==> src/rtl/core/mbss_pkg.sv <==
`default_nettype none

package mbss_pkg;

   localparam int LEN_W      = 5;
   localparam int CNT_W      = 3;
   localparam int WORD_BYTES = 4;
   localparam int CSR_IDX_W  = 3;
   localparam int CSR_DATA_W = 64;

   // register indexes on the csr port
   localparam logic [CSR_IDX_W-1:0] REG_PAT_LO    = 3'd0;
   localparam logic [CSR_IDX_W-1:0] REG_PAT_HI    = 3'd1;
   localparam logic [CSR_IDX_W-1:0] REG_CARE_MASK = 3'd2;
   localparam logic [CSR_IDX_W-1:0] REG_PAT_LEN   = 3'd3;
   localparam logic [CSR_IDX_W-1:0] REG_START_OFF = 3'd4;
   localparam logic [CSR_IDX_W-1:0] REG_BASE      = 3'd5;
   localparam logic [CSR_IDX_W-1:0] REG_RESOLVE   = 3'd6;
   localparam logic [CSR_IDX_W-1:0] REG_DISP      = 3'd7;

   // result status codes
   localparam logic [1:0] ST_NOT_FOUND = 2'd0;
   localparam logic [1:0] ST_FOUND     = 2'd1;
   localparam logic [1:0] ST_CUT_OFF   = 2'd2;

   typedef struct packed {
      logic [63:0]      pat_lo;
      logic [63:0]      pat_hi;
      logic [15:0]      care_mask;
      logic [LEN_W-1:0] pat_len;
      logic [31:0]      start_off;
      logic [63:0]      base;
      logic             resolve;
      logic [31:0]      disp;
   } cfg_type;

   // result = opa + opb, summed in the output stage
   typedef struct packed {
      logic [1:0]  status;
      logic [63:0] opa;
      logic [33:0] opb;
   } res_type;

endpackage

`default_nettype wire

==> src/rtl/core/mbss_match.sv <==
`default_nettype none

module mbss_match #(
   parameter int PATTERN_MAX = 16
) (
   input  logic [7:0]                   win [PATTERN_MAX],
   input  mbss_pkg::cfg_type            cfg,
   input  logic [mbss_pkg::LEN_W-1:0]   eff_len,
   output logic                         hit,
   output logic [mbss_pkg::CNT_W-1:0]   cap_cnt,
   output logic [31:0]                  cap_word
);
   import mbss_pkg::*;

   localparam int IDX_W = (PATTERN_MAX > 1) ? $clog2(PATTERN_MAX) : 1;

   logic [127:0]     pat;
   logic             disp_le;
   logic [LEN_W-1:0] room;
   logic [LEN_W-1:0] top_pos;

   assign pat = {cfg.pat_hi, cfg.pat_lo};

   // pattern byte i sits at window entry len-1-i
   always_comb begin
      logic [LEN_W-1:0] pos;
      hit = 1'b1;
      for (int i = 0; i < PATTERN_MAX; i++) begin
         pos = eff_len - LEN_W'(i + 1);
         if ((LEN_W'(i) < eff_len) && cfg.care_mask[i]
             && (win[pos[IDX_W-1:0]] != pat[8*i +: 8])) begin
            hit = 1'b0;
         end
      end
   end

   // word bytes already inside the window when the match completes
   assign disp_le = cfg.disp < 32'(eff_len);
   assign room    = eff_len - cfg.disp[LEN_W-1:0];
   assign top_pos = room - LEN_W'(1);

   always_comb begin
      if (!disp_le) begin
         cap_cnt = '0;
      end else if (room >= LEN_W'(WORD_BYTES)) begin
         cap_cnt = CNT_W'(WORD_BYTES);
      end else begin
         cap_cnt = room[CNT_W-1:0];
      end
   end

   always_comb begin
      logic [LEN_W-1:0] pos;
      cap_word = '0;
      for (int c = 0; c < WORD_BYTES; c++) begin
         pos = top_pos - LEN_W'(c);
         if (CNT_W'(c) < cap_cnt) begin
            cap_word[8*c +: 8] = win[pos[IDX_W-1:0]];
         end
      end
   end

endmodule

`default_nettype wire

==> src/rtl/core/mbss_scan.sv <==
`default_nettype none

module mbss_scan #(
   parameter int PATTERN_MAX = 16
) (
   input  logic                clock,
   input  logic                reset,
   input  logic                step,
   input  logic [7:0]          data_byte,
   input  logic                last_byte,
   input  mbss_pkg::cfg_type   cfg,
   output logic                res_valid,
   output mbss_pkg::res_type   res
);
   import mbss_pkg::*;

   typedef enum logic [1:0] {
      PH_SEARCH,
      PH_CAPTURE,
      PH_DONE
   } phase_type;

   logic [7:0]       win_ff [PATTERN_MAX];
   logic [7:0]       win_in [PATTERN_MAX];
   logic [7:0]       win_shift [PATTERN_MAX];
   logic [31:0]      idx_ff, idx_in;
   phase_type        phase_ff, phase_in;
   logic [31:0]      mstart_ff, mstart_in;
   logic [31:0]      word_ff, word_in;
   logic [CNT_W-1:0] cnt_ff, cnt_in;

   logic [LEN_W-1:0] eff_len;
   logic             hit;
   logic [CNT_W-1:0] cap_cnt;
   logic [31:0]      cap_word;
   logic             reach;
   logic [31:0]      pos_p;
   logic             search_hit;
   logic [33:0]      sum_srch;
   logic [32:0]      sum_md;
   logic             q_here;
   logic [31:0]      word_cap;
   logic [33:0]      sum_cap;

   always_comb begin
      if (cfg.pat_len == '0) begin
         eff_len = LEN_W'(1);
      end else if (cfg.pat_len > LEN_W'(PATTERN_MAX)) begin
         eff_len = LEN_W'(PATTERN_MAX);
      end else begin
         eff_len = cfg.pat_len;
      end
   end

   // window with the new byte shifted in, as seen by the compare
   always_comb begin
      win_shift[0] = data_byte;
      for (int k = 1; k < PATTERN_MAX; k++) begin
         win_shift[k] = win_ff[k-1];
      end
   end

   mbss_match #(
      .PATTERN_MAX (PATTERN_MAX)
   ) u_match (
      .win      (win_shift),
      .cfg      (cfg),
      .eff_len  (eff_len),
      .hit      (hit),
      .cap_cnt  (cap_cnt),
      .cap_word (cap_word)
   );

   assign reach      = ({1'b0, idx_ff} + 33'd1) >= 33'(eff_len);
   assign pos_p      = idx_ff + 32'd1 - 32'(eff_len);
   assign search_hit = reach && (pos_p >= cfg.start_off) && hit;
   assign sum_srch   = {2'b0, pos_p} + {2'b0, cfg.disp} + {2'b0, cap_word};

   assign sum_md = {1'b0, mstart_ff} + {1'b0, cfg.disp};
   assign q_here = (({1'b0, sum_md} + 34'(cnt_ff)) == {2'b0, idx_ff})
                   && (cnt_ff < CNT_W'(WORD_BYTES));

   always_comb begin
      word_cap = word_ff;
      word_cap[8*cnt_ff[1:0] +: 8] = data_byte;
   end

   assign sum_cap = {1'b0, sum_md} + {2'b0, word_cap};

   always_comb begin
      win_in     = win_shift;
      idx_in     = idx_ff + 32'd1;
      phase_in   = phase_ff;
      mstart_in  = mstart_ff;
      word_in    = word_ff;
      cnt_in     = cnt_ff;
      res_valid  = 1'b0;
      res.status = ST_NOT_FOUND;
      res.opa    = '0;
      res.opb    = '0;

      case (phase_ff)
         PH_SEARCH: begin
            if (search_hit) begin
               mstart_in = pos_p;
               if (!cfg.resolve) begin
                  res_valid  = 1'b1;
                  res.status = ST_FOUND;
                  res.opa    = cfg.base;
                  res.opb    = {2'b0, pos_p};
                  phase_in   = PH_DONE;
               end else begin
                  word_in = cap_word;
                  cnt_in  = cap_cnt;
                  if (cap_cnt == CNT_W'(WORD_BYTES)) begin
                     res_valid  = 1'b1;
                     res.status = ST_FOUND;
                     res.opa    = cfg.base;
                     res.opb    = sum_srch;
                     phase_in   = PH_DONE;
                  end else begin
                     phase_in = PH_CAPTURE;
                  end
               end
            end
         end
         PH_CAPTURE: begin
            if (q_here) begin
               word_in = word_cap;
               cnt_in  = cnt_ff + CNT_W'(1);
               if (cnt_ff == CNT_W'(WORD_BYTES - 1)) begin
                  res_valid  = 1'b1;
                  res.status = ST_FOUND;
                  res.opa    = cfg.base;
                  res.opb    = sum_cap;
                  phase_in   = PH_DONE;
               end
            end
         end
         PH_DONE: begin
         end
         default: begin
         end
      endcase

      // end of region: report what is still open, then drop the region state
      if (last_byte) begin
         if (!res_valid && (phase_in != PH_DONE)) begin
            res_valid  = 1'b1;
            res.status = (phase_in == PH_CAPTURE) ? ST_CUT_OFF : ST_NOT_FOUND;
         end
         for (int k = 0; k < PATTERN_MAX; k++) begin
            win_in[k] = 8'h00;
         end
         idx_in    = '0;
         phase_in  = PH_SEARCH;
         mstart_in = '0;
         word_in   = '0;
         cnt_in    = '0;
      end
   end

   always_ff @(posedge clock) begin
      if (reset) begin
         for (int k = 0; k < PATTERN_MAX; k++) begin
            win_ff[k] <= 8'h00;
         end
         idx_ff    <= '0;
         phase_ff  <= PH_SEARCH;
         mstart_ff <= '0;
         word_ff   <= '0;
         cnt_ff    <= '0;
      end else if (step) begin
         win_ff    <= win_in;
         idx_ff    <= idx_in;
         phase_ff  <= phase_in;
         mstart_ff <= mstart_in;
         word_ff   <= word_in;
         cnt_ff    <= cnt_in;
      end
   end

endmodule

`default_nettype wire

==> src/rtl/core/mbss_out.sv <==
`default_nettype none

module mbss_out (
   input  logic               clock,
   input  logic               reset,
   input  logic               step,
   input  logic               res_valid,
   input  mbss_pkg::res_type  res,
   output logic               accept_ok,
   input  logic               rsp_ready,
   output logic               rsp_valid,
   output logic [1:0]         rsp_status,
   output logic [63:0]        rsp_result_address
);
   import mbss_pkg::*;

   logic        sum_valid_ff;
   res_type     sum_res_ff;
   logic        rsp_valid_ff;
   logic [1:0]  status_ff;
   logic [63:0] addr_ff;
   logic        out_ok;

   assign out_ok    = !rsp_valid_ff || rsp_ready;
   assign accept_ok = !sum_valid_ff || out_ok;

   always_ff @(posedge clock) begin
      if (reset) begin
         sum_valid_ff <= 1'b0;
         rsp_valid_ff <= 1'b0;
      end else begin
         if (accept_ok) begin
            sum_valid_ff <= step && res_valid;
         end
         if (out_ok) begin
            rsp_valid_ff <= sum_valid_ff;
         end
      end
   end

   always_ff @(posedge clock) begin
      if (step && res_valid) begin
         sum_res_ff <= res;
      end
      if (sum_valid_ff && out_ok) begin
         status_ff <= sum_res_ff.status;
         addr_ff   <= sum_res_ff.opa + 64'(sum_res_ff.opb);
      end
   end

   assign rsp_valid          = rsp_valid_ff;
   assign rsp_status         = status_ff;
   assign rsp_result_address = addr_ff;

endmodule

`default_nettype wire

==> src/rtl/core/masked_byte_signature_search_top.sv <==
// Wildcard byte-pattern scan over a region streamed one byte per item.
// req_*: one region byte per item, req_last_byte marks the final byte of a
// region. rsp_*: at most one item per region: found (match address, or the
// resolved relative pointer in pointer mode), not found, or pointer word cut
// off by the region end. Not found and cut off come with the last byte.
// csr_*: write-only registers, indexes 0..7: pattern low/high, care mask,
// pattern length, start offset, region base, pointer mode, displacement.
// Write them between items; a write takes effect for the next byte.
// Throughput: one byte per cycle unless rsp_ready stalls the output. The
// window compare, capture and state update sit in one stage between the input
// register and the sum register. A result passes the input register, the scan
// stage, the sum register and the 64-bit sum stage, then reaches rsp_valid.
// A stalled rsp_ready fills the sum and output registers; req_ready falls
// only when both are full and the input register holds a byte.
// Reset (synchronous) restores register defaults, drops all items in flight
// and starts a fresh region.
`default_nettype none

module masked_byte_signature_search_top #(
   parameter int PATTERN_MAX = 16
) (
   input  logic                                clock,
   input  logic                                reset,
   input  logic                                req_valid,
   output logic                                req_ready,
   input  logic [7:0]                          req_data_byte,
   input  logic                                req_last_byte,
   output logic                                rsp_valid,
   input  logic                                rsp_ready,
   output logic [1:0]                          rsp_status,
   output logic [63:0]                         rsp_result_address,
   input  logic                                csr_wr_en,
   input  logic [mbss_pkg::CSR_IDX_W-1:0]      csr_index,
   input  logic [mbss_pkg::CSR_DATA_W-1:0]     csr_wdata
);
   import mbss_pkg::*;

   cfg_type     cfg_ff;
   logic        in_valid_ff;
   logic [7:0]  in_byte_ff;
   logic        in_last_ff;
   logic        accept_ok;
   logic        step;
   logic        res_valid;
   res_type     res;

   always_ff @(posedge clock) begin
      if (reset) begin
         cfg_ff.pat_lo    <= '0;
         cfg_ff.pat_hi    <= '0;
         cfg_ff.care_mask <= '0;
         cfg_ff.pat_len   <= LEN_W'(1);
         cfg_ff.start_off <= '0;
         cfg_ff.base      <= '0;
         cfg_ff.resolve   <= 1'b0;
         cfg_ff.disp      <= '0;
      end else if (csr_wr_en) begin
         case (csr_index)
            REG_PAT_LO:    cfg_ff.pat_lo    <= csr_wdata;
            REG_PAT_HI:    cfg_ff.pat_hi    <= csr_wdata;
            REG_CARE_MASK: cfg_ff.care_mask <= csr_wdata[15:0];
            REG_PAT_LEN:   cfg_ff.pat_len   <= csr_wdata[LEN_W-1:0];
            REG_START_OFF: cfg_ff.start_off <= csr_wdata[31:0];
            REG_BASE:      cfg_ff.base      <= csr_wdata;
            REG_RESOLVE:   cfg_ff.resolve   <= csr_wdata[0];
            REG_DISP:      cfg_ff.disp      <= csr_wdata[31:0];
            default: begin
            end
         endcase
      end
   end

   // input register: hold the item until the scan stage takes it
   assign req_ready = !in_valid_ff || accept_ok;
   assign step      = in_valid_ff && accept_ok;

   always_ff @(posedge clock) begin
      if (reset) begin
         in_valid_ff <= 1'b0;
      end else if (req_ready) begin
         in_valid_ff <= req_valid;
      end
   end

   always_ff @(posedge clock) begin
      if (req_valid && req_ready) begin
         in_byte_ff <= req_data_byte;
         in_last_ff <= req_last_byte;
      end
   end

   mbss_scan #(
      .PATTERN_MAX (PATTERN_MAX)
   ) u_scan (
      .clock     (clock),
      .reset     (reset),
      .step      (step),
      .data_byte (in_byte_ff),
      .last_byte (in_last_ff),
      .cfg       (cfg_ff),
      .res_valid (res_valid),
      .res       (res)
   );

   mbss_out u_out (
      .clock              (clock),
      .reset              (reset),
      .step               (step),
      .res_valid          (res_valid),
      .res                (res),
      .accept_ok          (accept_ok),
      .rsp_ready          (rsp_ready),
      .rsp_valid          (rsp_valid),
      .rsp_status         (rsp_status),
      .rsp_result_address (rsp_result_address)
   );

endmodule

`default_nettype wire

==> config.mk <==
export PLATFORM = sky130hd
export DESIGN_NAME = masked_byte_signature_search_top
export DESIGN_NICKNAME = d
export VERILOG_FILES = /design/src/rtl/core/mbss_pkg.sv /design/src/rtl/core/mbss_match.sv /design/src/rtl/core/mbss_scan.sv /design/src/rtl/core/mbss_out.sv /design/src/rtl/core/masked_byte_signature_search_top.sv
export SDC_FILE = /design/constraint.sdc
export NUM_CORES = 2
export LEC_CHECK = 0
export ABC_AREA = 1
export BUFFER_PORTS_ARGS = -buffer_cell sky130_fd_sc_hd__buf_2
export CAP_MARGIN = 25
export CELL_PAD_IN_SITES_DETAIL_PLACEMENT = 0
export CELL_PAD_IN_SITES_GLOBAL_PLACEMENT = 2
export CORE_MARGIN = 3
export CORE_UTILIZATION = 35
export DETAILED_ROUTE_END_ITERATION = 10
export PLACE_DENSITY_LB_ADDON = 0.1
export SYNTH_ARGS = -nofsm -noshare
export SYNTH_HDL_FRONTEND = slang
export SYNTH_SLANG_ARGS = --single-unit
==> constraint.sdc <==
create_clock -name clock -period 8.6 [get_ports clock]
set_clock_uncertainty 0.1 [all_clocks]
set_input_delay 0.86 -clock clock [delete_from_list [all_inputs] [get_ports clock]]
set_output_delay 0.86 -clock clock [all_outputs]
set_load 0.01 [all_outputs]
==> qor.log <==
INFO  clock_tree     number_of_clock_sinks_seen_by_cts=677
INFO  cells_and_area final_design_area_excluding_fillers=56740um2
INFO  cells_and_area synthToLayoutAreaGrowth=11.24%
INFO  timing         final.period_utilization=92.44%
INFO  power_and_ir_drop power_density=193.6nW/um2
INFO  detailed_routing ant_nets=0
INFO  timing         finalHoldViolCount=0
INFO  detailed_routing drt_wl_total=251700um
INFO  global_routing number_of_antenna_violations_at_the_first_check_in_global_routing=16
INFO  clock_tree     cts_tree=built
INFO  synth          synth_top_family_by_area=simple AND/OR/NAND/NOR gates
INFO  synth          synthMostInstantiatedCell=nand2_1
INFO  setup_path     top_cell_family_by_delay_on_the_critical_path=compound AO/OA/AOI/OAI gates
INFO  cells_and_area final_layout_size_suffix_gt1_share=6.155%
INFO  global_routing grt_util_all_layers=32.19%
INFO  timing         rsz0062_at_grt=no
INFO  flow_run       max_cap_violations=0
INFO  place          placedInstanceArea=53580um2
INFO  power_and_ir_drop p_leak=0.02469uW
INFO  floorplan      ios=149
INFO  clock_tree     hold_buffers=0
INFO  global_routing grt_start_max_net_pins=189
INFO  synth          synth_compound_area_share=19.86%
INFO  setup_path     worst_ep_required_time=8940ps
INFO  clock_tree     clk_path_buf_depth=3
INFO  floorplan      start_util=35.38%
INFO  power_and_ir_drop max-vdd-ir-drop=0.1490mV
INFO  synth          synth_sequential_area_ratio=30.00%
INFO  global_routing overflow=0
INFO  detailed_routing detailroute.via_count=55030
INFO  detailed_routing detail_route.vias_per_cell=5.509
INFO  synth          synth_area=51010um2
INFO  timing         maxClockFrequency=0.1258GHz
INFO  setup_path     timing.critical_path.fanout_max=6
INFO  setup_path     crit_path_end_kind=flip-flop
INFO  run_status     status=completed
INFO  synth          syn_inst=8029
INFO  timing         slew_headroom=18.99%
INFO  synth          yosys.area_share.simple=31.42%
INFO  timing         final_period_minus_worst_setup_slack=7950ps
INFO  synth          synth.top_cells.by_count=nand2_1 (2319), nor2_1 (758), inv_1 (730)
INFO  floorplan      floorplan.rows=139
INFO  synth          post_synth_mux_area_share=0.1570%
INFO  place          finalWeightedCongestion=0.9733
INFO  setup_path     cp-start-kind=flip-flop
INFO  cells_and_area fill_cell_total_of_the_finished_layout=15570
INFO  global_routing global_route.peak_usage_layer=met1
INFO  place          port_bufs=148
INFO  timing         final_max_slew_viol_count=0
INFO  cells_and_area final-seq-area=15300um2
INFO  setup_path     worst_path_max_delay_cell=o21ai_0
INFO  setup_path     crit_path_buf_inv_count=5
INFO  detailed_routing detail_route.wl_per_cell=25.19um
INFO  place          detailedPlacementHpwl=198600um
INFO  synth          number_of_synthesized_register_bits=677
INFO  cells_and_area nNetsFinal=8322
INFO  timing         final-setup-viol-count=0
INFO  synth          netlist.area_leader.share=19.70%
INFO  setup_path     crit_path_max_incr_delay=480ps
INFO  global_routing grt_pass1_vias=49100
INFO  synth          post_synthesis_share_of_cell_area_spent_on_xor_and_xnor_gates=3.888%
INFO  floorplan      core_region_area=144200um2
INFO  worst_hold_path hold_path_class=in2reg
INFO  synth          number_of_synthesized_flops_with_an_enable_pin=175
INFO  detailed_routing drt_iter0_drc=6190
INFO  floorplan      die_width=387.8um
INFO  cells_and_area multi_input_comb_area=31400um2
INFO  synth          yosys_warnings=0
INFO  global_routing gr-usage-met3=4.707%
INFO  global_routing groute.layer.met1.usage=48.64%
INFO  timing         transition_at_the_pin_with_the_smallest_max_transition_slack=1207ps
INFO  clock_tree     clk_transition_reported_paths=60ps
INFO  clock_tree     tritoncts.num_buffers=88
INFO  global_routing global_route_wire_length_before_repair=355300um
INFO  setup_path     crit_top_cell=nand2_1
INFO  synth          postSynth.asyncResetShare=0%
INFO  detailed_routing number_of_detailed_routing_iterations_run_before_antenna_repair=7
INFO  clock_tree     cts-resized-gates=0
INFO  synth          synthDominantAreaCellType=dfxtp_1
INFO  clock_tree     clock_latency=730ps
INFO  synth          synth_area_per_cell=6.353um2
INFO  floorplan      die_area=150400um2
INFO  synth          syn_nets=8350
INFO  clock_tree     h-tree-depth=3
INFO  timing         final.setup.tns=0ps
INFO  synth          netlist_top_cells_area=dfxtp_1 (20%), nand2_1 (17%), edfxtp_1 (10%), o21ai_0 (6.7%), a21oi_1 (5.7%)
INFO  setup_path     cp_data_arrival_time=8290ps
INFO  synth          synthFlopType=dfxtp_1
INFO  synth          synth_adder_area_share=6.005%
INFO  global_routing fraction_of_met2_tracks_used_by_global_routing=46.43%
INFO  detailed_routing drc=0
INFO  clock_tree     cts.root.buffer_cell=clkbuf_16
INFO  setup_path     path_class=reg2reg
INFO  synth          synth_cell_types=64
INFO  floorplan      floorplan.die.height=387.8um
INFO  clock_tree     post_cts_buffers=0
==> kinds of logic (layout without fill, tap and decap cells) <==
kind of cell,count (synthesis),in the layout
flops,677,677
compound gates,1840,1840
buf+inv,1137,1183
xor+xnor,223,223
fa+ha+maj,240,240
other cells,0,11
mux,8,8
simple gates,3904,3904
==> sequential cells by signal, summed over array words and instances (netlist names) <==
signal                    flops
cfg_ff                      278
u_scan.win_ff               120
u_scan.mstart_ff             32
u_scan.idx_ff                32
u_scan.cnt_ff                 3
u_scan.phase_ff               2
u_out.rsp_result_address     64
in_valid_ff                   1
u_scan.word_ff               32
u_out.sum_res_ff            100
u_out.sum_valid_ff            1
u_out.rsp_status              2
in_last_ff                    1
u_out.rsp_valid               1
in_byte_ff                    8
==> worst register-to-register path, delay by kind of cell (launching register included) <==
kind | cells | cell delay, ps
compound gates | 15 | 3770
simple gates | 12 | 1330
fa+ha+maj | 3 | 1020
xor+xnor | 3 | 560
buf+inv | 5 | 500
flops | 1 | 400
==> path summary, 6_finish.rpt <==
path / from / to / slack [ps] / depth (start not counted)
max: u_scan.idx_ff[0] / u_out.sum_res_ff[32] / 650 / 38
min: req_last_byte / in_last_ff / 230 / 1
max reg2reg: u_scan.idx_ff[0] / u_out.sum_res_ff[32] / 650 / 38
min reg2reg: u_out.sum_res_ff[98] / u_out.rsp_status[0] / 320 / 0
==> power breakdown <==
group          total [uW]  internal [uW]  switching, uW
Combinational        3440            973           2460
Sequential           3570           3460            109
Clock                3980           2300           1680
==> routing by layer <==
| layer | vias up | routed length (um) |
|---|---|---|
| li1 | 26590 | - |
| met1 | 26030 | 121700 |
| met2 | 2084 | 102100 |
| met3 | 321 | 19120 |
| met4 | 4 | 8768 |
| met5 | - | 27 |
==> per-stage QoR <==
step,utilization [%],total power [uW],setup slack (ps),instances,hold WS [ps]
2_1_floorplan,-,5693,1190,8029,300.3
3_3_place_gp,37.15,6998,895.8,9809,311.4
3_5_place_dp,37.16,7000,854.2,9810,324.5
4_1_cts,39.30,10990,827.3,9974,183.6
5_1_grt,39.34,11480,46.43,9978,205.4
6_report,39.36,10990,650.0,9989,227.8
==> area by class of cell <==
type                    count  area share, %
multi-input cells        6215          55.35
flip-flops and latches    677          26.97
inverters                 761          5.056
clock buffers             118          4.459
well taps                1903          4.196
repair buffers            258          2.939
clock inverters            46         0.9835
diodes                     11        0.04851
==> layout by cell type (no fill, tap or decap), drive strengths merged, types with 4 or more instances in the layout <==
master	instances
or2	26
o21ai	882
o221ai	4
ha	232
fa	8
xor2	164
a211oi	27
inv	759
xnor2	59
nor3	56
nand3b	49
a31oi	18
nand3	568
nor2	763
bufinv	7
o22ai	48
diode	11
buf	257
o21a	15
o21bai	28
a21oi	588
o211ai	102
clkinv	36
a21boi	84
a21o	8
nor4	30
clkbuf	119
o311ai	9
edfxtp	175
mux2i	8
o32ai	9
clkinvlp	5
nand2	2324
nand4	80
dfxtp	502
Note: power is estimated with default switching activity, not from simulation.
